[src/design/rpt_ram.sv]
// Generic simple dual-port RAM with one write port and one registered read port.
// No dependencies.
`timescale 1ns / 1ps
`default_nettype none

module rpt_ram #(
  parameter int WIDTH = 8,
  parameter int DEPTH = 16
) (
  input  wire logic                     clk_i,
  input  wire logic                     we_i,
  input  wire logic [$clog2(DEPTH)-1:0] waddr_i,
  input  wire logic [WIDTH-1:0]         wdata_i,
  input  wire logic                     re_i,
  input  wire logic [$clog2(DEPTH)-1:0] raddr_i,
  output logic      [WIDTH-1:0]         rdata_o
);

  logic [WIDTH-1:0] mem_q [DEPTH];
  logic [WIDTH-1:0] rdata_q;

  always_ff @(posedge clk_i) begin
    if (we_i) begin
      mem_q[waddr_i] <= wdata_i;
    end
    if (re_i) begin
      rdata_q <= mem_q[raddr_i];
    end
  end

  assign rdata_o = rdata_q;

endmodule

`default_nettype wire

[config.mk]
export PLATFORM = sky130hd
export DESIGN_NAME = rpt_ram
export DESIGN_NICKNAME = d
export VERILOG_FILES = /design/src/design/rpt_ram.sv
export SDC_FILE = /design/constraint.sdc
export NUM_CORES = 1
export LEC_CHECK = 0
export BUFFER_PORTS_ARGS = -buffer_cell sky130_fd_sc_hd__buf_2
export CORE_ASPECT_RATIO = 0.7
export CORE_MARGIN = 4
export CORE_UTILIZATION = 60
export CTS_CLUSTER_SIZE = 25
export DETAILED_ROUTE_END_ITERATION = 10
export PLACE_DENSITY = 0.78
export SYNTH_ARGS = -nofsm -noshare
export SYNTH_HDL_FRONTEND = slang
export SYNTH_SLANG_ARGS = --single-unit
[constraint.sdc]
create_clock -name clk_i -period 4.2 [get_ports clk_i]
set_input_delay 0.84 -clock clk_i [delete_from_list [all_inputs] [get_ports clk_i]]
set_output_delay 0.84 -clock clk_i [all_outputs]
set_load 0.01 [all_outputs]
==> results.ini <==
[outcome]
status = complete, no violations

[setup_path]
reg2reg_slack_ps = 2660
criticalPathCategory = input pin to register
crit_required_ps = 4340
startpoint_type = input pin
cp.arrival_ps = 2540
crit_path_end_kind = register
cp_max_fo = 19
r2r_start = mem_q[5][0]$_DFFE_PP_
timing.rr.end = rdata_o[0]$_DFFE_PP_
reg2regPathDepth = 3

[routing]
viasPerCell = 6.10
drt.antenna.violating_nets = 0
drc_errors = 0
drtPass1Iterations = 4
drt-initial-drc-count = 240
dr_total_vias = 2445
avgRoutedWirePerCell_um = 25.0
drt_wl_total_mm = 10.0

[pwr]
peakVddDrop_mv = 0.340
clock_power_share = 0.421
totalPowerFinal_uw = 2900
power.switching_uw = 578
leakage_uw = 0.00198
pwr-share-seq = 0.531
powerDensity_mw_per_mm2 = 488
power.internal_uw = 2320
combPwrFrac = 0.048
swShare = 0.199

[sta]
fin_tns_setup_ps = 0
timing.final.crit_period_ps = 2400
hold_violations = 0
setup_ws_ps = 1800
rsz0062_at_grt = false
slew_headroom = 0.454
fin_crit_sh = 0.573
tightest_slew_ps = 816
clock_skew_ps = 9.40
setup_viol_count_final = 0
clock.fmax_mhz = 416
maxSlewViolCount = 0

[synth]
synthTopCellsByArea = edfxtp_1 (78%), mux4_2 (7.8%), mux4_1 (7.0%), a22oi_1 (2.3%), nor2_1 (0.93%)
synthFlopType = edfxtp_1
yosysSeqAreaShare = 0.781
post_synth.cell_area_avg_um2 = 22.8
synth_top_area_share = 0.781
syn-num-nets = 248
synth_edf_count = 136
syn_inst = 229
synth_cell_types = 18
ys_ff_latch = 136
async_flop_share = 0
syn-cell-area_mm2 = 0.00523
ys_warn_count = 0
yosysTopAreaCell = edfxtp_1
synthTopCellsByCount = edfxtp_1 (136), mux4_2 (18), a22oi_1 (16)
synth.most_common_cell = edfxtp_1

[placement]
numPortBuffers = 26
place.gp.congestion = 0.745
dp_cells = 371
hpwl_mm = 6.25
dp_slack_ps = 1360

[die]
placementRows = 28
chipWidth_um = 120
initial_core_util = 0.617
dieArea_mm2 = 0.0103
io_pins = 27
core_mm2 = 0.00848
die_h_um = 86.1

[layout]
multiInputGateArea_mm2 = 0.00106
regArea_mm2 = 0.00408
antenna_cells = 0
drive_above_1_share = 0.256
n_fill_cell = 548
nNetsFinal = 289
area_growth_pct = 13.7
final_cells = 401

[grt]
antenna_found_initial = 0
grt_pass1_vias = 2484
grt_pass1_wl_mm = 15.3
grt_max_degree = 33
grt_overflow = 0
grt_use_total = 0.215

[worst_hold_path]
hp-class = register to register
hp-start = mem_q[10][0]$_DFFE_PP_
holdPathStages = 3
holdPathEnd = rdata_o[0]$_DFFE_PP_

[clocking]
clk_pin_slew_worst_paths_ps = 50
cts_made_buffers = 17
postCtsSetupRepairBufs = 0
clock_sinks = 136
cts_buffer_depth = 2
cts_resized = 0
htree_levels = 4
cts_root_buf = clkbuf_16
clock_latency_ps = 400
cts_tree = yes
ctsHoldBuffers = 0

[run]
drv_cap = 0

power groups by stage:
| stage | Clock, uW | Sequential [uW] | Combinational, uW |
|---|---|---|---|
| floorplan | 0 | 1570 | 77.2 |
| global placement | 0 | 1560 | 136 |
| CTS | 1240 | 1540 | 142 |
| detailed placement | 0 | 1570 | 141 |
| global route | 1300 | 1540 | 152 |
| finish | 1220 | 1540 | 141 |
through the flow:
stage                util  cell area (um2)  hold slack (ps)
finish              0.701             5950              770
global route        0.701             5950              785
CTS                 0.701             5950              773
detailed placement  0.645             5470              755
global placement    0.645             5470              746
floorplan               -             5230              705
kinds of logic (layout without fill, tap and decap cells):
group,count (synthesis),count (layout),synth area share
AND/OR/NAND/NOR,35,35,0.0314
buffers and inverters,10,62,0.0165
AO/OA/AOI/OAI,16,16,0.0230
flip-flops,136,136,0.781
multiplexers,32,32,0.148
worst max-delay path by stage:
stage                     from                     to  slack [ps]  cells past startpoint
CTS                 raddr_i[0]   rdata_o[4]$_DFFE_PP_        1780                      5
detailed placement  raddr_i[0]   rdata_o[1]$_DFFE_PP_        1360                      5
finish              raddr_i[0]   rdata_o[4]$_DFFE_PP_        1800                      5
global route        raddr_i[0]   rdata_o[4]$_DFFE_PP_        1680                      5
global placement    raddr_i[0]   rdata_o[1]$_DFFE_PP_        1390                      5
floorplan           waddr_i[2]  mem_q[0][0]$_DFFE_PP_        1870                      2
placed cells by master, fill, tap and decap left out, drive strengths merged:
| cell | instances |
|---|---|
| clkbuf | 23 |
| buf | 32 |
| and2 | 1 |
| edfxtp | 136 |
| nand3 | 1 |
| nor2b | 1 |
| nand2 | 9 |
| mux4 | 32 |
| nand2b | 2 |
| and2b | 1 |
| a22oi | 16 |
| or3b | 1 |
| nor3 | 4 |
| nand3b | 2 |
| clkinv | 7 |
| nor2 | 13 |
worst max-delay path: stages:
cell	delay, ps
buf_2	480
buf_4	310
mux4_1	590
a22oi_1	220
nand2_1	90
area by class of cell:
class,instances,area share
clock buffer,23,0.0753
timing repair buffer,32,0.0295
tap,120,0.0253
sequential,136,0.687
clock inverter,7,0.00526
multi-input combinational,83,0.178
metal layers:
| metal | wire, um | track usage | part of all wire | vias to the layer above |
|---|---|---|---|---|
| met5 | 0 | 0 | 0 | - |
| met4 | 91 | 0.0728 | 0.0091 | 0 |
| met3 | 918 | 0.0778 | 0.092 | 7 |
| met2 | 4620 | 0.309 | 0.46 | 98 |
| met1 | 4380 | 0.312 | 0.44 | 1278 |
| li1 | - | - | - | 1062 |
flip-flops by register name, indices dropped and copies added (netlist names):
signal	cells
mem_q	128
rdata_o	8
Power figures use the tool's default switching activity.
