===== src/design/rpt_pkg.sv =====
// Package for the route prefix table: sizes, command and status codes,
// the stored entry layout and the memory request bundle.
// No dependencies.
`timescale 1ns / 1ps
`default_nettype none

package rpt_pkg;

  localparam int ROUTE_ENTRIES = 64;
  localparam int IDX_W         = $clog2(ROUTE_ENTRIES);
  localparam int CNT_W         = $clog2(ROUTE_ENTRIES + 1);

  localparam int CMD_W         = 2;
  localparam int ADDR_W        = 32;
  localparam int POS_W         = 6;
  localparam int STATUS_W      = 3;
  localparam int COUNT_OUT_W   = 7;

  typedef enum logic [CMD_W-1:0] {
    CMD_ADD    = 2'd0,
    CMD_ERASE  = 2'd1,
    CMD_LOOKUP = 2'd2,
    CMD_NOP    = 2'd3
  } cmd_e;

  typedef enum logic [STATUS_W-1:0] {
    STAT_OK        = 3'd0,
    STAT_FULL      = 3'd1,
    STAT_NO_POS    = 3'd2,
    STAT_PROTECTED = 3'd3,
    STAT_NO_ROUTE  = 3'd4
  } status_e;

  typedef enum logic [1:0] {
    S_IDLE,
    S_ADD,
    S_ERASE,
    S_LOOKUP
  } state_e;

  typedef struct packed {
    logic [ADDR_W-1:0] net;
    logic [ADDR_W-1:0] mask;
    logic [ADDR_W-1:0] hop;
    logic              direct;
  } entry_t;

  localparam int ENTRY_W = $bits(entry_t);

  typedef struct packed {
    logic             we;
    logic [IDX_W-1:0] waddr;
    entry_t           wdata;
    logic             re;
    logic [IDX_W-1:0] raddr;
  } mem_req_t;

endpackage

`default_nettype wire


===== src/design/rpt_ctrl.sv =====
// Sequencer of the route prefix table: insertion, erase shift and lookup scan
// over the entry memory, with the result register. Uses rpt_pkg.
`timescale 1ns / 1ps
`default_nettype none

module rpt_ctrl (
  input  wire logic                            clk_i,
  input  wire logic                            rst_ni,
  input  wire logic                            start_i,
  output logic                                 busy_o,
  input  wire logic [rpt_pkg::CMD_W-1:0]       cmd_i,
  input  wire logic [rpt_pkg::ADDR_W-1:0]      route_net_i,
  input  wire logic [rpt_pkg::ADDR_W-1:0]      route_mask_i,
  input  wire logic [rpt_pkg::ADDR_W-1:0]      route_next_hop_i,
  input  wire logic                            route_direct_i,
  input  wire logic [rpt_pkg::POS_W-1:0]       erase_position_i,
  input  wire logic [rpt_pkg::ADDR_W-1:0]      lookup_addr_i,
  output rpt_pkg::mem_req_t                    mem_req_o,
  input  wire rpt_pkg::entry_t                 mem_rdata_i,
  output logic                                 done_o,
  output logic [rpt_pkg::STATUS_W-1:0]         status_o,
  output logic [rpt_pkg::ADDR_W-1:0]           hop_addr_o,
  output logic [rpt_pkg::COUNT_OUT_W-1:0]      entry_count_o
);

  rpt_pkg::state_e                 state_q, state_d;
  logic [rpt_pkg::CNT_W-1:0]       used_q, used_d;
  logic [rpt_pkg::CNT_W-1:0]       ptr_q, ptr_d;
  logic [rpt_pkg::IDX_W-1:0]       pidx_q, pidx_d;
  logic                            pend_q, pend_d;
  logic                            first_q, first_d;
  logic                            done_q, done_d;
  rpt_pkg::status_e                status_q, status_d;
  logic [rpt_pkg::ADDR_W-1:0]      hop_q, hop_d;
  rpt_pkg::entry_t                 arg_q;
  logic [rpt_pkg::ADDR_W-1:0]      addr_q;

  logic [rpt_pkg::CNT_W-1:0]       ptr_dec;
  logic [rpt_pkg::CNT_W-1:0]       pos_ext;
  logic                            hit;

  assign ptr_dec = ptr_q - rpt_pkg::CNT_W'(1);
  assign pos_ext = rpt_pkg::CNT_W'(erase_position_i);
  assign hit     = (mem_rdata_i.mask & addr_q) == mem_rdata_i.net;

  always_ff @(posedge clk_i or negedge rst_ni) begin
    if (!rst_ni) begin
      state_q  <= rpt_pkg::S_IDLE;
      used_q   <= '0;
      ptr_q    <= '0;
      pidx_q   <= '0;
      pend_q   <= 1'b0;
      first_q  <= 1'b0;
      done_q   <= 1'b0;
      status_q <= rpt_pkg::STAT_OK;
      hop_q    <= '0;
    end else begin
      state_q  <= state_d;
      used_q   <= used_d;
      ptr_q    <= ptr_d;
      pidx_q   <= pidx_d;
      pend_q   <= pend_d;
      first_q  <= first_d;
      done_q   <= done_d;
      status_q <= status_d;
      hop_q    <= hop_d;
    end
  end

  always_ff @(posedge clk_i) begin
    if (start_i && state_q == rpt_pkg::S_IDLE) begin
      arg_q.net    <= route_net_i;
      arg_q.mask   <= route_mask_i;
      arg_q.hop    <= route_next_hop_i;
      arg_q.direct <= route_direct_i;
      addr_q       <= lookup_addr_i;
    end
  end

  always_comb begin
    state_d   = state_q;
    used_d    = used_q;
    ptr_d     = ptr_q;
    pidx_d    = pidx_q;
    pend_d    = pend_q;
    first_d   = first_q;
    done_d    = 1'b0;
    status_d  = status_q;
    hop_d     = hop_q;
    mem_req_o = '0;

    unique case (state_q)
      rpt_pkg::S_IDLE: begin
        if (start_i) begin
          pend_d   = 1'b0;
          first_d  = 1'b1;
          hop_d    = '0;
          status_d = rpt_pkg::STAT_OK;
          unique case (rpt_pkg::cmd_e'(cmd_i))
            rpt_pkg::CMD_ADD: begin
              if (used_q == rpt_pkg::CNT_W'(rpt_pkg::ROUTE_ENTRIES)) begin
                done_d   = 1'b1;
                status_d = rpt_pkg::STAT_FULL;
              end else begin
                ptr_d   = used_q;
                state_d = rpt_pkg::S_ADD;
              end
            end
            rpt_pkg::CMD_ERASE: begin
              if (pos_ext >= used_q) begin
                done_d   = 1'b1;
                status_d = rpt_pkg::STAT_NO_POS;
              end else begin
                ptr_d   = pos_ext;
                state_d = rpt_pkg::S_ERASE;
              end
            end
            rpt_pkg::CMD_LOOKUP: begin
              ptr_d   = '0;
              state_d = rpt_pkg::S_LOOKUP;
            end
            rpt_pkg::CMD_NOP: begin
              done_d = 1'b1;
            end
            default: begin
              done_d = 1'b1;
            end
          endcase
        end
      end

      // Walk down from the top, moving each entry whose mask value is below the new one up by one.
      rpt_pkg::S_ADD: begin
        if (pend_q && mem_rdata_i.mask >= arg_q.mask) begin
          mem_req_o.we    = 1'b1;
          mem_req_o.waddr = pidx_q + rpt_pkg::IDX_W'(1);
          mem_req_o.wdata = arg_q;
          used_d          = used_q + rpt_pkg::CNT_W'(1);
          done_d          = 1'b1;
          state_d         = rpt_pkg::S_IDLE;
        end else if (pend_q) begin
          mem_req_o.we    = 1'b1;
          mem_req_o.waddr = pidx_q + rpt_pkg::IDX_W'(1);
          mem_req_o.wdata = mem_rdata_i;
          if (ptr_q != '0) begin
            mem_req_o.re    = 1'b1;
            mem_req_o.raddr = ptr_dec[rpt_pkg::IDX_W-1:0];
            pidx_d          = ptr_dec[rpt_pkg::IDX_W-1:0];
            ptr_d           = ptr_dec;
          end else begin
            pend_d = 1'b0;
          end
        end else if (ptr_q != '0) begin
          mem_req_o.re    = 1'b1;
          mem_req_o.raddr = ptr_dec[rpt_pkg::IDX_W-1:0];
          pidx_d          = ptr_dec[rpt_pkg::IDX_W-1:0];
          ptr_d           = ptr_dec;
          pend_d          = 1'b1;
        end else begin
          mem_req_o.we    = 1'b1;
          mem_req_o.waddr = '0;
          mem_req_o.wdata = arg_q;
          used_d          = used_q + rpt_pkg::CNT_W'(1);
          done_d          = 1'b1;
          state_d         = rpt_pkg::S_IDLE;
        end
      end

      // The first entry read is the victim; later entries move down by one.
      rpt_pkg::S_ERASE: begin
        if (pend_q && first_q && mem_rdata_i.direct) begin
          status_d = rpt_pkg::STAT_PROTECTED;
          done_d   = 1'b1;
          pend_d   = 1'b0;
          state_d  = rpt_pkg::S_IDLE;
        end else begin
          if (pend_q && first_q) begin
            first_d = 1'b0;
          end else if (pend_q) begin
            mem_req_o.we    = 1'b1;
            mem_req_o.waddr = pidx_q - rpt_pkg::IDX_W'(1);
            mem_req_o.wdata = mem_rdata_i;
          end
          if (ptr_q < used_q) begin
            mem_req_o.re    = 1'b1;
            mem_req_o.raddr = ptr_q[rpt_pkg::IDX_W-1:0];
            pidx_d          = ptr_q[rpt_pkg::IDX_W-1:0];
            ptr_d           = ptr_q + rpt_pkg::CNT_W'(1);
            pend_d          = 1'b1;
          end else begin
            used_d  = used_q - rpt_pkg::CNT_W'(1);
            done_d  = 1'b1;
            pend_d  = 1'b0;
            state_d = rpt_pkg::S_IDLE;
          end
        end
      end

      rpt_pkg::S_LOOKUP: begin
        if (pend_q && hit) begin
          hop_d   = mem_rdata_i.direct ? addr_q : mem_rdata_i.hop;
          done_d  = 1'b1;
          pend_d  = 1'b0;
          state_d = rpt_pkg::S_IDLE;
        end else if (ptr_q < used_q) begin
          mem_req_o.re    = 1'b1;
          mem_req_o.raddr = ptr_q[rpt_pkg::IDX_W-1:0];
          ptr_d           = ptr_q + rpt_pkg::CNT_W'(1);
          pend_d          = 1'b1;
        end else begin
          hop_d    = '1;
          status_d = rpt_pkg::STAT_NO_ROUTE;
          done_d   = 1'b1;
          pend_d   = 1'b0;
          state_d  = rpt_pkg::S_IDLE;
        end
      end

      default: begin
        state_d = rpt_pkg::S_IDLE;
      end
    endcase
  end

  assign busy_o        = state_q != rpt_pkg::S_IDLE;
  assign done_o        = done_q;
  assign status_o      = status_q;
  assign hop_addr_o    = hop_q;
  assign entry_count_o = rpt_pkg::COUNT_OUT_W'(used_q);

endmodule

`default_nettype wire


===== config.mk =====
export PLATFORM = sky130hd
export DESIGN_NAME = rpt_ctrl
export DESIGN_NICKNAME = d
export VERILOG_FILES = /design/src/design/rpt_pkg.sv /design/src/design/rpt_ctrl.sv
export SDC_FILE = /design/constraint.sdc
export NUM_CORES = 1
export LEC_CHECK = 0
export ABC_AREA = 1
export BUFFER_PORTS_ARGS = -buffer_cell sky130_fd_sc_hd__buf_4
export CORE_MARGIN = 5
export CORE_UTILIZATION = 27
export CTS_CLUSTER_DIAMETER = 80
export DETAILED_ROUTE_END_ITERATION = 10
export PLACE_DENSITY = 0.57
export REMOVE_ABC_BUFFERS = 1
export SLEW_MARGIN = 10
export SYNTH_ARGS = -nofsm -noshare
export SYNTH_HDL_FRONTEND = slang
export SYNTH_SLANG_ARGS = --single-unit

===== constraint.sdc =====
create_clock -name clk_i -period 6.2 [get_ports clk_i]
set_input_delay 1.24 -clock clk_i [delete_from_list [all_inputs] [get_ports clk_i]]
set_output_delay 1.24 -clock clk_i [all_outputs]
set_load 0.01 [all_outputs]

==> results of run 1 <==
metal layers:
metal | up-vias | wire length [µm]
met5 | - | 0
met4 | 0 | 721
met3 | 43 | 3128
met2 | 373 | 22900
met1 | 5401 | 20940
li1 | 5662 | -
critical path, cell delays in order:
cell and delay [ps]:
buf_4 130, ha_1 300, a21o_1 190, nor2_1 160, nand3_1 130, nand2_1 80
nand2_1 90, nand2_1 250, nand3_4 220, nand2_4 360, buf_12 260, nand2_1 70
a21oi_1 420, buf_4 210
worst min-delay path by stage:
stage                                          start                         end  slack (ps)  depth (start not counted)
final                     hop_addr_o[30]$_DFFE_PN0P_  hop_addr_o[30]$_DFFE_PN0P_         480                          2
after global routing      hop_addr_o[19]$_DFFE_PN0P_  hop_addr_o[19]$_DFFE_PN0P_         500                          2
after CTS                 hop_addr_o[30]$_DFFE_PN0P_  hop_addr_o[30]$_DFFE_PN0P_         490                          2
after detailed placement  hop_addr_o[30]$_DFFE_PN0P_  hop_addr_o[30]$_DFFE_PN0P_         470                          2
after global placement    hop_addr_o[28]$_DFFE_PN0P_  hop_addr_o[28]$_DFFE_PN0P_         470                          2
after floorplan                pidx_q[5]$_DFFE_PN0P_       pidx_q[5]$_DFFE_PN0P_         480                          2
state kept, by name, indices dropped and copies added, names as in the netlist:
name / flops
addr_q: 32
arg_q: 97
done_o: 1
entry_count_o: 7
first_q: 1
hop_addr_o: 32
pend_q: 1
pidx_q: 6
ptr_q: 7
state_q: 2
status_o: 3
kinds of logic (layout without fill, tap and decap cells):
kind of cell | count (synthesis) | after routing
other | 0 | 1
flip-flops | 189 | 189
AND/OR/NAND/NOR | 826 | 826
AO/OA/AOI/OAI | 214 | 214
adder cells (fa/ha/maj) | 63 | 63
XOR/XNOR | 17 | 17
buffers and inverters | 176 | 549
area by class of cell:
type / instances / area (µm²) / share of cell area, %
multi-input combinational: 1120 / 5629 / 35.53
sequential: 189 / 5375 / 33.93
timing repair buffer: 403 / 3050 / 19.26
tap: 585 / 732.0 / 4.621
clock buffer: 20 / 500.5 / 3.159
inverter: 114 / 441.7 / 2.788
clock inverter: 12 / 110.1 / 0.6951
antenna: 1 / 2.502 / 0.01580
power groups by stage:
stage               sequential, mW  combinational [mW]  clock, mW
global placement              2.09                2.84          0
floorplan                     2.04                1.60          0
finish                        2.06                2.85       1.19
CTS                           2.06                2.89       1.23
global route                  2.11                3.19       1.28
detailed placement            2.09                2.89          0
per-stage QoR:
stage,setup slack (ps),instance area [µm²],util [%]
2_1_floorplan,565.9,11430,-
3_3_place_gp,857.5,15230,35.35
3_5_place_dp,824.5,15230,35.35
4_1_cts,818.3,15840,36.77
5_1_grt,630.3,15840,36.77
6_report,825.4,15840,36.78
layout by cell type, fill, tap and decap left out, types with 38 or more instances in the layout:
cell and instances:
nand2_1 559, nor2_1 75, inv_1 105, buf_4 401, edfxtp_1 129, dfrtp_1 60
o21ai_0 38, nand3_1 126, a21oi_1 141, ha_1 61
==> results.md, run 1 <==
* Die area at 0.04785 mm²
* Slew headroom at approximately 38%
* Residual DRC at 0
* Top cells by area, synth: edfxtp_1 33%, nand2_1 18%, dfrtp_1 13%
* Final Skew at 16.76 ps
* Final RePlAce weighted congestion at 0.8485
* Root buf cell: clkbuf_16
* Clock tree from TritonCTS: built
* Int Power at between 3 and 4 mW
* Fraction of power consumed by sequential logic at between 30% and 40%
* Worst Setup EP: mem_req_o[24]
* EDFF count, synth at 129
* Routed len/inst at slightly below 20 µm
* CP arrival at 4130 ps
* Total CTS buffers at 17
* Site row count at 76
* Total setup buffers inserted after CTS at 0
* Max FO, Critical Path at 43
* Post-Route WL at 47.70 mm
* Worst Setup SP: mem_rdata_i[40]
* Setup violators final at 0
* Commonest cells in the netlist: 559 x nand2_1, 141 x a21oi_1, 129 x edfxtp_1, 126 x nand3_1, 107 x inv_1
* Post-CTS sizing at 0
* CTS Hold Bufs at 0
* Clk slew on worst S/H paths at 80 ps
* Initial antenna violation count at 1
* Max H-tree Level at 4
* Final Net Count at around 2.1k
* Distinct cells, synth at 52
* Sw frac at ~45%
* Post-synth top flop: edfxtp_1
* Synth Area in Compound Gates at 9.912%
* Post-synthesis adder-cell area fraction at 6.764%
* Sink Count at 189
* First-pass GRT wire length at about 70 mm
* Unrepaired setup endpoints after global routing: no
* Synth Area in Simple Gates at 29.83%
* Synth warnings at 0
* Routed via count at 11.48k
* Inst Count DP at 2411
* Maximum VDD drop at 313.1 µV
* Worst Path Required at between 4000 and 5000 ps
* Synth Area in XOR/XNOR at 1.266%
* FF-to-FF Start: state_q[1]$_DFFE_PN0P_
* Status: complete, no violations
* Reg2reg path depth at 5
* Async SR Flop Fraction at between 30% and 40%
* Area grow syn2layout at 34.65%
* Core Area at around 0.043 mm²
* Largest net degree at the start of global routing at 68
* WS Path Type: in2out
* Clk Latency, worst-skew pair at 500 ps
* Vert. Die Dim at roughly 220 µm
* Vias in the first global route at 11.44k
* FILL cells at 4500
* Syn Std Cell Area at 0.01177 mm²
* Yosys top cell area share at 32.93%
* Worst Tran Pin Value at 933.6 ps
* Clk pwr share at about a fifth
* Gate power share at 46.7%
* Global Route Usage Sum at 19.79%
* Mux contribution to synthesized area at 0%
* Main combinational cell family by area after synthesis: simple AND/OR/NAND/NOR gates
* Leakage at around 7.3 nW
* Synth Instances at 1485
* Worst-case clock buffer depth at 2
* Seq/Total Area, Yosys at 45.69%
* GRT Residual Overflow at 0
* Layout cells sized above 1 at 25.83%
* M3 GR Usage at 5.333%
* Antenna-violating nets left at 0
* Reg2reg end: addr_q[12]$_DFFE_PP_
* IO Port Bufs at about 390
* I/O pin total at 392
* Design Power at just over 6 mW
* Synth area leader: edfxtp_1
* Initial Util at a little over a quarter
* Met1 GRT Util at between 20% and 30%
* Non-Filler Instances at 2444
* Fmax at ~0.19 GHz
* Tmin final at 5375 ps
* Pre-antenna DRT Iters at 5
* R2R setup slack at 2870 ps
* Power Dens Cells at 385.0 mW/mm²
* 1st-iter DRT viols at 729
* Switching power total at 2.735 mW
* Placed wire-length estimate at 37.12 mm
* CP Capture Type: output pin
* Vias per inst at 4.697
* Most common cell in the netlist: nand2_1
* Die width at 218.7 µm
* Final Hold Viols at 0
* WHS at 484.0 ps
* Seq cells post-synth at between 150 and 200
* Final worst path period share at 86.69%
* Max-cap violations at 0
* Max-slew violation count at 0
* HP Class: reg2reg
* Nature of the critical path startpoint: input pin
* Syn Area/Cell at 7.923 µm²
* Setup TNS Final at 0 ps
* Met2 global-route usage at about a third
* GR peak layer: met2
(Power assumes the default switching activity.)
==> inputs of run 2 (changes only) <==
Clock period 6.2 ns to 6.32 ns, I/O delays scaled along.
==> run 2 against run 1 <==
Against the previous run: wire length fell by 0.15%; cell area decreased by 0.14%; combinational power barely moved; sequential power is 2% lower; first-iteration DRC count grew 22%; count of clock-buffer cells in the layout down 3; worst setup slack gained 220 ps; critical endpoint is now mem_req_o[56]; final cell count barely moved; largest cell class unchanged; hold slack about the same; clock power down 6%.
==> results.md, run 2 (synthesis gave the netlist of run 1 again) <==
* Final Skew at 13.07 ps (-3.682 ps)
* GRT Residual Overflow at 0 (unchanged)
* 1st-iter DRT viols at 890 (+22%)
* Most frequent cells in the layout: 559 x nand2_1, 401 x buf_4, 141 x a21oi_1
* Hold depth at 2 (unchanged)
* Post-CTS sizing at 0 (unchanged)
* Maximum VDD drop at 189.8 µV (-39%)
* Post-Route WL at 47.62 mm (-0.15%)
* R2R setup slack at 2930 ps (+60 ps)
* Die area at 0.04785 mm² (unchanged)
* Largest Register: arg_q
* Max-cap violations at 0 (unchanged)
* Leakage at 7.271 nW (-0.24%)
* Placed wire-length estimate at 36.99 mm (-0.34%)
* Vias per inst at 4.730 (+0.72%)
* Dpl ws at 989.1 ps (+164.6 ps)
* Slew headroom at 30.68% (-7.1 points)
* Reg2reg end: arg_q[78]$_DFFE_PP_
* Final worst path period share at 83.48%
* Total setup buffers inserted after CTS at 0 (unchanged)
* Total CTS buffers at 17 (unchanged)
* Design Power at 5.966 mW (-2.2%)
* Sw frac at 44.67% (-0.17 points)
* Max H-tree Level at 4 (unchanged)
* Initial Util at 27.31% (unchanged)
* Nature of the critical path startpoint: input pin
* Clk pwr share at 18.8% (-0.7 points)
* Global Route Usage Sum at 19.62% (-0.18 points)
* WS Path Type: in2out
* Final Hold Viols at 0 (unchanged)
* Fraction of power consumed by sequential logic at 33.9% (about the same)
* Max FO, Critical Path at 52 (+21%)
* CTS Hold Bufs at 0 (unchanged)
* Initial antenna violation count at 4 (+3)
* Clock tree from TritonCTS: built
* Sink Count at 189 (unchanged)
* Vias in the first global route at 11.51k (+0.59%)
* Setup violators final at 0 (unchanged)
* Final WS setup at 1044 ps (+218.9 ps)
* Residual DRC at 0 (unchanged)
* CP arrival at 4010 ps (-120 ps)
* Status: complete, no violations
* Setup TNS Final at 0 ps (unchanged)
* Final Net Count at 2145 (unchanged)
* Clk slew on worst S/H paths at 70 ps (about the same)
* CP Capture Type: output pin
* Max-slew violation count at 0 (unchanged)
* Routed via count at 11.57k (+0.76%)
* Tmin final at about 5300 ps
* WHS Endpoint: hop_addr_o[10]$_DFFE_PN0P_
* First-pass GRT wire length at 69.95 mm (-1.0%)
* I/O pin total at 392 (unchanged)
* HP Class: reg2reg
* Reg2reg path depth at 5 (unchanged)
* Root buf cell: clkbuf_16
* Worst Path Required at 5060 ps (+100 ps)
* Die width at 218.7 µm (unchanged)
* Number of flip-flops in the largest register at 97 (unchanged)
* Antenna-violating nets left at 0 (unchanged)
* Core Area at 0.04308 mm² (unchanged)
* Power Dens Cells at 377.1 mW/mm² (-2.1%)
* Worst-case clock buffer depth at 2 (unchanged)
* Routed len/inst at 19.48 µm (-0.19%)
* Worst Tran Pin Value at 1040 ps (+106.3 ps)
* Layout cells sized above 1 at 25.69% (-0.15 points)
* Leading cell type in the layout, fill and taps excluded: nand2_1
* Site row count at 76 (unchanged)
* Clk Latency, worst-skew pair at 480 ps (-20 ps)
* Vert. Die Dim at 218.7 µm (unchanged)
* Unrepaired setup endpoints after global routing: no
* Final RePlAce weighted congestion at 0.8616 (+1.5%)
* FF-to-FF Start: state_q[1]$_DFFE_PN0P_
* Gate power share at 47.3% (+0.6 points)
* Pre-antenna DRT Iters at 7 (+2)
* Switching power total at 2.665 mW (-2.6%)
* Largest net degree at the start of global routing at 72 (+5.9%)
* IO Port Bufs at 391 (unchanged)
* Area grow syn2layout at 34.46%
* Fmax at approximately 0.19 GHz
* Int Power at 3.301 mW (-1.9%)
* Worst Min Path Start: hop_addr_o[10]$_DFFE_PN0P_
[run 2: cell types whose count changed in the layout (fill, tap and decap cells not counted), moves of 2 or more]
cell	change
diode_2	+2
bufinv_16	+2
clkinv_1	+2
inv_6	+2
inv_8	-2
clkbuf_16	-3
[run 2: how the worst max path moves through the flow]
stage	from	cells after the start	slack, ps	end
2_1_floorplan	start_i	7	660	hop_addr_o[0]$_DFFE_PN0P_
3_3_place_gp	mem_rdata_i[40]	14	1040	mem_req_o[90]
3_5_place_dp	mem_rdata_i[40]	15	990	mem_req_o[56]
4_1_cts	mem_rdata_i[40]	15	990	mem_req_o[56]
5_1_grt	mem_rdata_i[38]	16	780	mem_req_o[56]
6_report	mem_rdata_i[40]	15	1040	mem_req_o[56]
[run 2: stage by stage]
stage	instance area [µm²]	instances	hold WS [ps]	util, %
finish	15820	2445	483.7	36.72
global route	15820	2445	508.8	36.72
CTS	15810	2442	486.4	36.71
detailed placement	15230	2411	466.0	35.35
global placement	15230	2411	466.3	35.35
floorplan	11430	1423	480.3	-
[run 2: critical path, cell delays in order]
cell and delay [ps]:
buf_4 130, ha_1 310, a21o_1 180, nor2_1 130, nand3_1 130, nand2_1 80
nand2_1 90, nand2_1 240, nand3_1 170, nand2_2 120, clkinv_4 400, buf_12 350
nand2_1 110, a21oi_1 70, buf_4 180
[run 2: cell type report]
type	instances	area, µm²
timing repair buffer	403	3050
multi-input combinational	1120	5629
inverter	114	441.7
tap	585	732.0
clock inverter	14	157.7
fill	4536	27260
sequential	189	5375
clock buffer	17	425.4
antenna	3	7.507
[run 2: power by group through the flow]
stage	Combinational, mW	Sequential, mW	Clock, mW
after floorplan	1.57	2.00	0
after global placement	2.79	2.04	0
after detailed placement	2.84	2.04	0
after CTS	2.85	2.02	1.17
after global routing	3.14	2.06	1.21
final	2.82	2.02	1.12
[run 2: metal layers]
layer | wire length, µm | up-vias | global-route usage (%)
met4 | 1002 | 2 | 6.678
li1 | - | 5653 | -
met2 | 23130 | 404 | 32.60
met5 | 13 | - | 0
met3 | 2860 | 52 | 3.657
met1 | 20620 | 5455 | 25.76
